`config.mk`:
```
export PLATFORM = sky130hd
export DESIGN_NAME = sbce_ctrl
export DESIGN_NICKNAME = d
export VERILOG_FILES = /design/src/rtl/sbce_pkg.sv /design/src/rtl/sbce_ctrl.sv
export SDC_FILE = /design/constraint.sdc
export NUM_CORES = 1
export LEC_CHECK = 0
export ABC_AREA = 0
export CORE_AREA = 2 2 39 41
export DETAILED_ROUTE_END_ITERATION = 8
export DIE_AREA = 0 0 41 43
export DONT_BUFFER_PORTS = 1
export GPL_TIMING_DRIVEN = 0
export PLACE_DENSITY_LB_ADDON = 0.15
export SLEW_MARGIN = 25
export SYNTH_ARGS = -nofsm -noshare
export SYNTH_HDL_FRONTEND = slang
export SYNTH_SLANG_ARGS = --single-unit
```
`constraint.sdc`:
```
create_clock -name i_clk -period 2.2 [get_ports i_clk]
set_input_delay 0.44 -clock i_clk [delete_from_list [all_inputs] [get_ports i_clk]]
set_output_delay 0.44 -clock i_clk [all_outputs]
set_load 0.02 [all_outputs]
```
`src/rtl/sbce_pkg.sv`:
```
// ----------------------------------------------------------------------------
// sbce_pkg
// Shared constants and controller/datapath types for the size budget cache
// evictor.
// ----------------------------------------------------------------------------
`default_nettype none

package sbce_pkg;

    // table geometry
    localparam int SLOTS = 16;
    localparam int IW    = $clog2(SLOTS);
    localparam int LG    = $clog2(SLOTS);
    localparam int P     = 1 << LG;

    // field widths
    localparam int KEY_W    = 32;
    localparam int BYTES_W  = 36;
    localparam int PX_W     = 14;
    localparam int BUDGET_W = 40;
    localparam int EVICT_W  = 5;
    localparam int EVICT_MAX = (1 << EVICT_W) - 1;

    // prefix sum of all slots fits here
    localparam int SUMW = BYTES_W + LG + 1;
    localparam int CMPW = (SUMW > BUDGET_W) ? SUMW : BUDGET_W;

    // sequencing counter covers issue plus tree drain
    localparam int CW = $clog2(SLOTS + LG + 2);

    localparam logic [BUDGET_W-1:0] BUDGET_RESET = BUDGET_W'(512 * 1024 * 1024);

    // command codes
    localparam logic CMD_REQUEST = 1'b0;
    localparam logic CMD_PROBE   = 1'b1;

    typedef struct packed {
        logic          load;
        logic          issue;
        logic [IW-1:0] idx;
        logic          apply;
        logic          lookup;
    } t_cmd;

    typedef struct packed {
        logic probe;
    } t_sts;

endpackage

`default_nettype wire

```
`src/rtl/sbce_ctrl.sv`:
```
// ----------------------------------------------------------------------------
// sbce_ctrl
// Sequencer: item capture, rank pass over all slots, apply, lookup/result.
// ----------------------------------------------------------------------------
`default_nettype none

module sbce_ctrl (
    input  wire logic            i_clk,
    input  wire logic            i_rst_n,
    input  wire logic            i_in_valid,
    output logic                 o_in_ready,
    output logic                 o_out_valid,
    input  wire logic            i_out_ready,
    output sbce_pkg::t_cmd       o_cmd,
    input  wire sbce_pkg::t_sts  i_sts
);

    localparam int SLOTS = sbce_pkg::SLOTS;
    localparam int LG    = sbce_pkg::LG;
    localparam int CW    = sbce_pkg::CW;
    localparam int IW    = sbce_pkg::IW;

    localparam logic [1:0] S_IDLE  = 2'd0;
    localparam logic [1:0] S_EVICT = 2'd1;
    localparam logic [1:0] S_APPLY = 2'd2;
    localparam logic [1:0] S_LOOK  = 2'd3;

    localparam logic [CW-1:0] CNT_LAST = CW'(SLOTS + LG);

    logic [1:0]    r_state, n_state;
    logic [CW-1:0] r_cnt, n_cnt;
    logic          r_ovld, n_ovld;
    logic          out_free;

    assign out_free    = !r_ovld || i_out_ready;
    assign o_in_ready  = (r_state == S_IDLE);
    assign o_out_valid = r_ovld;

    // next state and commands
    always_comb begin
        n_state      = r_state;
        n_cnt        = r_cnt;
        n_ovld       = r_ovld && !i_out_ready;
        o_cmd        = '0;
        o_cmd.idx    = r_cnt[IW-1:0];
        unique case (r_state)
            S_IDLE: begin
                if (i_in_valid) begin
                    o_cmd.load = 1'b1;
                    n_cnt      = '0;
                    n_state    = S_EVICT;
                end
            end
            S_EVICT: begin
                if (i_sts.probe) begin
                    n_state = S_LOOK;
                end else begin
                    o_cmd.issue = (r_cnt < CW'(SLOTS));
                    n_cnt       = r_cnt + 1'b1;
                    if (r_cnt == CNT_LAST) begin
                        n_state = S_APPLY;
                    end
                end
            end
            S_APPLY: begin
                o_cmd.apply = 1'b1;
                n_state     = S_LOOK;
            end
            S_LOOK: begin
                if (out_free) begin
                    o_cmd.lookup = 1'b1;
                    n_ovld       = 1'b1;
                    n_state      = S_IDLE;
                end
            end
            default: begin
                n_state = S_IDLE;
            end
        endcase
    end

    always_ff @(posedge i_clk) begin
        if (!i_rst_n) begin
            r_state <= S_IDLE;
            r_cnt   <= '0;
            r_ovld  <= 1'b0;
        end else begin
            r_state <= n_state;
            r_cnt   <= n_cnt;
            r_ovld  <= n_ovld;
        end
    end

    // counter never runs past the tree drain
    a_cnt_range: assert property (@(posedge i_clk) disable iff (!i_rst_n)
        (r_state == S_EVICT) |-> (r_cnt <= CNT_LAST))
        else $error("rank counter overran");

    // an accepted item always leaves idle
    a_leave_idle: assert property (@(posedge i_clk) disable iff (!i_rst_n)
        (r_state == S_IDLE && i_in_valid) |=> (r_state == S_EVICT))
        else $error("accepted item not started");

    // lookup waits while the previous result is still held
    a_look_waits: assert property (@(posedge i_clk) disable iff (!i_rst_n)
        (r_state == S_LOOK && r_ovld && !i_out_ready) |=> (r_state == S_LOOK))
        else $error("result overwritten before it was taken");

endmodule

`default_nettype wire

```
* After elaboration in Yosys (flattened, before gate mapping)
Index checks and enable logic that the tools add are counted.
** Cells by class
- Reductions and logical operators :: 8
- Multiplexer cells :: 17
- $lt $le $gt $ge :: 1
- Eq/ne operators :: 8
- Add/subtract/negate cells :: 1
** Operators with widths (number)
- two-way mux 5 bit :: 2
- one-hot mux 5 bit (2 select lines) :: 1
- two-way mux 1 bit :: 9
- two-way mux 2 bit :: 4
- one-hot mux 2 bit (4 select lines) :: 1
- inequality test 2 bit, second input constant :: 3
- AND reduction 3 bit :: 2
- adder 5 x 1 -> 5 bit, second input constant :: 1
- == test 5 bit, second input constant :: 1
- less-than comparator 5 bit, second input constant :: 1
- == test 2 bit, second input constant :: 2
- inequality test 3 bit, second input constant :: 1
- == test 2 x 1 -> 1 bit, second input constant :: 1
- zero test 1 bit :: 2
- zero test 2 bit :: 1
- nonzero test 2 bit :: 1
- logical AND 1 bit :: 1
- logical OR 1 bit :: 1
** Storage, ports and cells
- Flip-flop bits (word level) :: 8
- Word-level logic and storage cells :: 38
- Input port bits :: 5
- Output and inout bits :: 10

* Depth between registers and ports, before layout
- Depth after elaboration :: 4
- Gate-level depth with buffers :: 5
- Gate-level depth less buffers :: 5

* Worst setup path before layout
OpenSTA, ideal clock, no wires.
- Path kind :: register to register
- Start :: register r_state[0]
- End :: register r_cnt[4]
- Setup slack :: 0.499 ns
- Arrival :: 1.631 ns
- Clock period less this slack :: 1.701 ns
- Required time :: 2.129 ns
- Path buffers :: 0
- Stages on the path, launching flop included :: 6
- Library setup time :: 0.071 ns
- Path through :: dfxtp_1 inv_1 ha_1 mux2i_2 or4_1 a21oi_1
** Between the ends
- Cells in the longest elaborated chain, start to end :: 3
** RTL lines
- from (decl) :: RTL line sbce_ctrl.sv:30 : logic [1:0] r_state, n_state;
- from (signal assigned) :: RTL line sbce_ctrl.sv:88 : r_state <= n_state;
- zero test 2 bit *
- named net o_in_ready :: RTL line sbce_ctrl.sv:11 : output logic o_in_ready,
- inequality test 2 bit (no source line) or nonzero test 2 bit (tied branches)
- AND reduction 3 bit (no source line)
- to (signal assigned) :: RTL line sbce_ctrl.sv:89 : r_cnt <= n_cnt;
- to (decl) :: RTL line sbce_ctrl.sv:31 : logic [CW-1:0] r_cnt, n_cnt;
The timed path passes the listed nets; every way through them passes the cells marked *.
A chain may end at the register's enable or synchronous reset.

==> results.toml <==
[timing]
timing.final.max_slew_violations = 0
timing.final.crit_period_ns = 2.044
tightest_slew_ns = 0.5145
finalCritPeriodShare = 0.9290
tns_ns = 0
skew_ns = 0.006390
hold-worst-slack_ns = 0.4049
max_freq_mhz = 489.3
setup_violations = 0
rsz_0062_raised_after_global_routing = "false"
slew_headroom = 0.6570
timing.final.hold_violations = 0

[final_layout]
finish.net_count = 85
final_layout_size_suffix_gt1_frac = 0.1690
area.sequential_sq_um = 160.2
layout.filler_cells = 139
multi_input_area_sq_um = 361.6
insertedDiodeCount = 0
area_delta_synth_final_pct = 7.359
post-route-cell-area_sq_um = 620.6

[floorplanning]
die_h_um = 43
start_util = 0.4177
chip_width_um = 41
fp.coreArea_sq_um = 1384
fp.dieArea_sq_um = 1763
placement_rows = 14
ioPinCount = 15

[logic_synthesis]
ys.warnings.count = 0
yosys.cell_types.count = 27
avgSynthCellArea_sq_um = 8.501
post_synth_inst_count = 68
yosysSeqAreaShare = 0.2771
synth.net_count = 80
syn_area_sq_um = 578.1
synth_seq_cells = 8

[clock_tree]
clock_insertion_delay_worst_skew_ns = 0.25
cts.root.buffer_cell = "clkbuf_4"
ctsHoldBuffers = 0
path_clk_slew_ns = 0.05
tritoncts_num_sinks = 8
ctsHtreeMaxLevel = 1
cts_tree = "done"
cts-root-to-sink-buffers = 2
cts-buffers-inserted = 3
cts_post_setup_buffers_inserted = 0
post_cts_sizing = 0

[global_route]
grtUsageTotal = 0.1476
first_global_vias = 426
grt_busiest_layer = "met2"
met3_usage = 0.04188
grt_pass1_wl_um = 1759
globalRouteOverflowTotal = 0
grt_util_met2 = 0.2063
antenna_found_initial = 0
grt_max_degree = 11
groute.layer.met1.usage = 0.1865

[routing]
vias_per_cell = 5.345
firstDrtPassIters = 4
postRouteAntennaNets = 0
dr.first_iter.drc_count = 5
detailroute.via_count = 465
drc_errors = 0
routedWlPerCell_um = 12.40
postRouteWirelength_um = 1079

[run_status]
outcome = "complete, no violations"

[setup_path]
worst_setup_path_start_kind = "register"
path_max_fanout = 8
timing.critical_path.to_type = "output pin"
crit_type = "register to output pin"
cp_data_required_time_ns = 1.76
critPathArrivalTime_ns = 1.60

[place]
gp_congestion = 0.6935
place.detailed.hpwl_um = 853
postPlaceCellArea_sq_um = 598.1
port-buffer-count = 0

[pwr]
peakVddDrop_mv = 0.4883
pwr_density_cell_nw_per_um2 = 977.6
power.leakage_nw = 0.2569

[job]
max-cap-violations = 0

[hold_path]
worstHoldPathType = "primary input to register"
## state kept, by name (all words and copies together), names as in the netlist
signal,flops
o_out_valid,1
r_cnt,5
r_state,2
## stage by stage
step / setup WS [ns] / power (mW) / std cells / utilization
6_report: 0.1561 / 0.6067 / 87 / 0.4485
5_1_grt: 0.01521 / 0.6608 / 87 / 0.4485
4_1_cts: 0.1403 / 0.6153 / 87 / 0.4485
3_5_place_dp: 0.3511 / 0.5023 / 84 / 0.4322
3_3_place_gp: 0.3803 / 0.4931 / 84 / 0.4322
2_1_floorplan: 0.4988 / 0.4468 / 68 / -
## power breakdown
part           internal, mW  switching (mW)
combinational         0.110           0.188
clock                0.0622          0.0472
sequential            0.168          0.0317
total                 0.340           0.267
## layer usage
metal | routed length, um | share of wire | up-vias
met5 | 0 | 0 | -
li1 | - | - | 241
met3 | 77 | 0.071 | 2
met1 | 497 | 0.46 | 209
met2 | 488 | 0.45 | 13
met4 | 15 | 0.014 | 0
## worst max-delay path: stages, from the launching register on
cell and delay [ns]:
dfxtp_1 0.35, inv_1 0.11, ha_1 0.32, nor2b_2 0.22
nor2b_1 0.36
## logic make-up after synthesis
group	after synthesis	synth area share
simple gates	23	0.2230
compound gates	16	0.1926
buf+inv	11	0.09740
flops	8	0.2771
fa+ha+maj	7	0.1515
mux	3	0.05844
## area by class of cell
cell class	count	share of cell area
sequential	8	0.2581
tap	16	0.03226
inverter	6	0.03629
buffer	5	0.05444
multi-input combinational	49	0.5827
clock buffer	3	0.03629
## layout by cell type, fill, tap and decap left out, types with 2 or more instances in the layout
cell type / synthesis / final
inv_1: 5 / 5
ha_1: 7 / 7
a21oi_1: 3 / 3
o31ai_1: 3 / 3
or4_1: 2 / 2
nor2b_1: 5 / 5
mux2i_1: 2 / 2
clkbuf_4: 0 / 3
buf_4: 4 / 4
o21ai_0: 3 / 3
dfxtp_1: 8 / 8
a21bo_2: 2 / 2
nand2_1: 9 / 9
## cell usage after synthesis
master | count | share of area
and3_1 | 1 | 0.011
nor2b_2 | 1 | 0.015
mux2i_2 | 1 | 0.024
ha_1 | 7 | 0.15
a21bo_2 | 2 | 0.035
a31o_1 | 1 | 0.015
clkinv_1 | 1 | 0.0065
or4_1 | 2 | 0.026
o31ai_1 | 3 | 0.039
nand4b_1 | 1 | 0.015
o21a_1 | 1 | 0.013
o21ai_0 | 3 | 0.026
inv_1 | 5 | 0.032
and3_2 | 1 | 0.013
or3_1 | 1 | 0.011
buf_4 | 4 | 0.052
nand2_1 | 9 | 0.058
mux2i_1 | 2 | 0.035
dfxtp_1 | 8 | 0.28
clkbuf_1 | 1 | 0.0065
o21ai_1 | 1 | 0.0086
a21oi_1 | 3 | 0.026
o31a_1 | 1 | 0.015
a221oi_1 | 1 | 0.015
or2_1 | 1 | 0.011
nor2b_1 | 5 | 0.054
nand3_1 | 1 | 0.0086
## path summary, 6_finish.rpt
path | from | endpoint | slack [ns] | depth (start not counted)
setup / recovery | r_state[1]$_SDFFE_PN0P_ | o_cmd[6] | 0.16 | 4
hold reg to reg | r_cnt[4]$_SDFFE_PN0P_ | r_cnt[4]$_SDFFE_PN0P_ | 0.51 | 2
hold / removal | i_sts | r_cnt[1]$_SDFFE_PN0P_ | 0.40 | 2
setup reg to reg | r_state[0]$_SDFFE_PN0P_ | r_cnt[3]$_SDFFE_PN0P_ | 0.34 | 5
(Power assumes the default switching activity.)
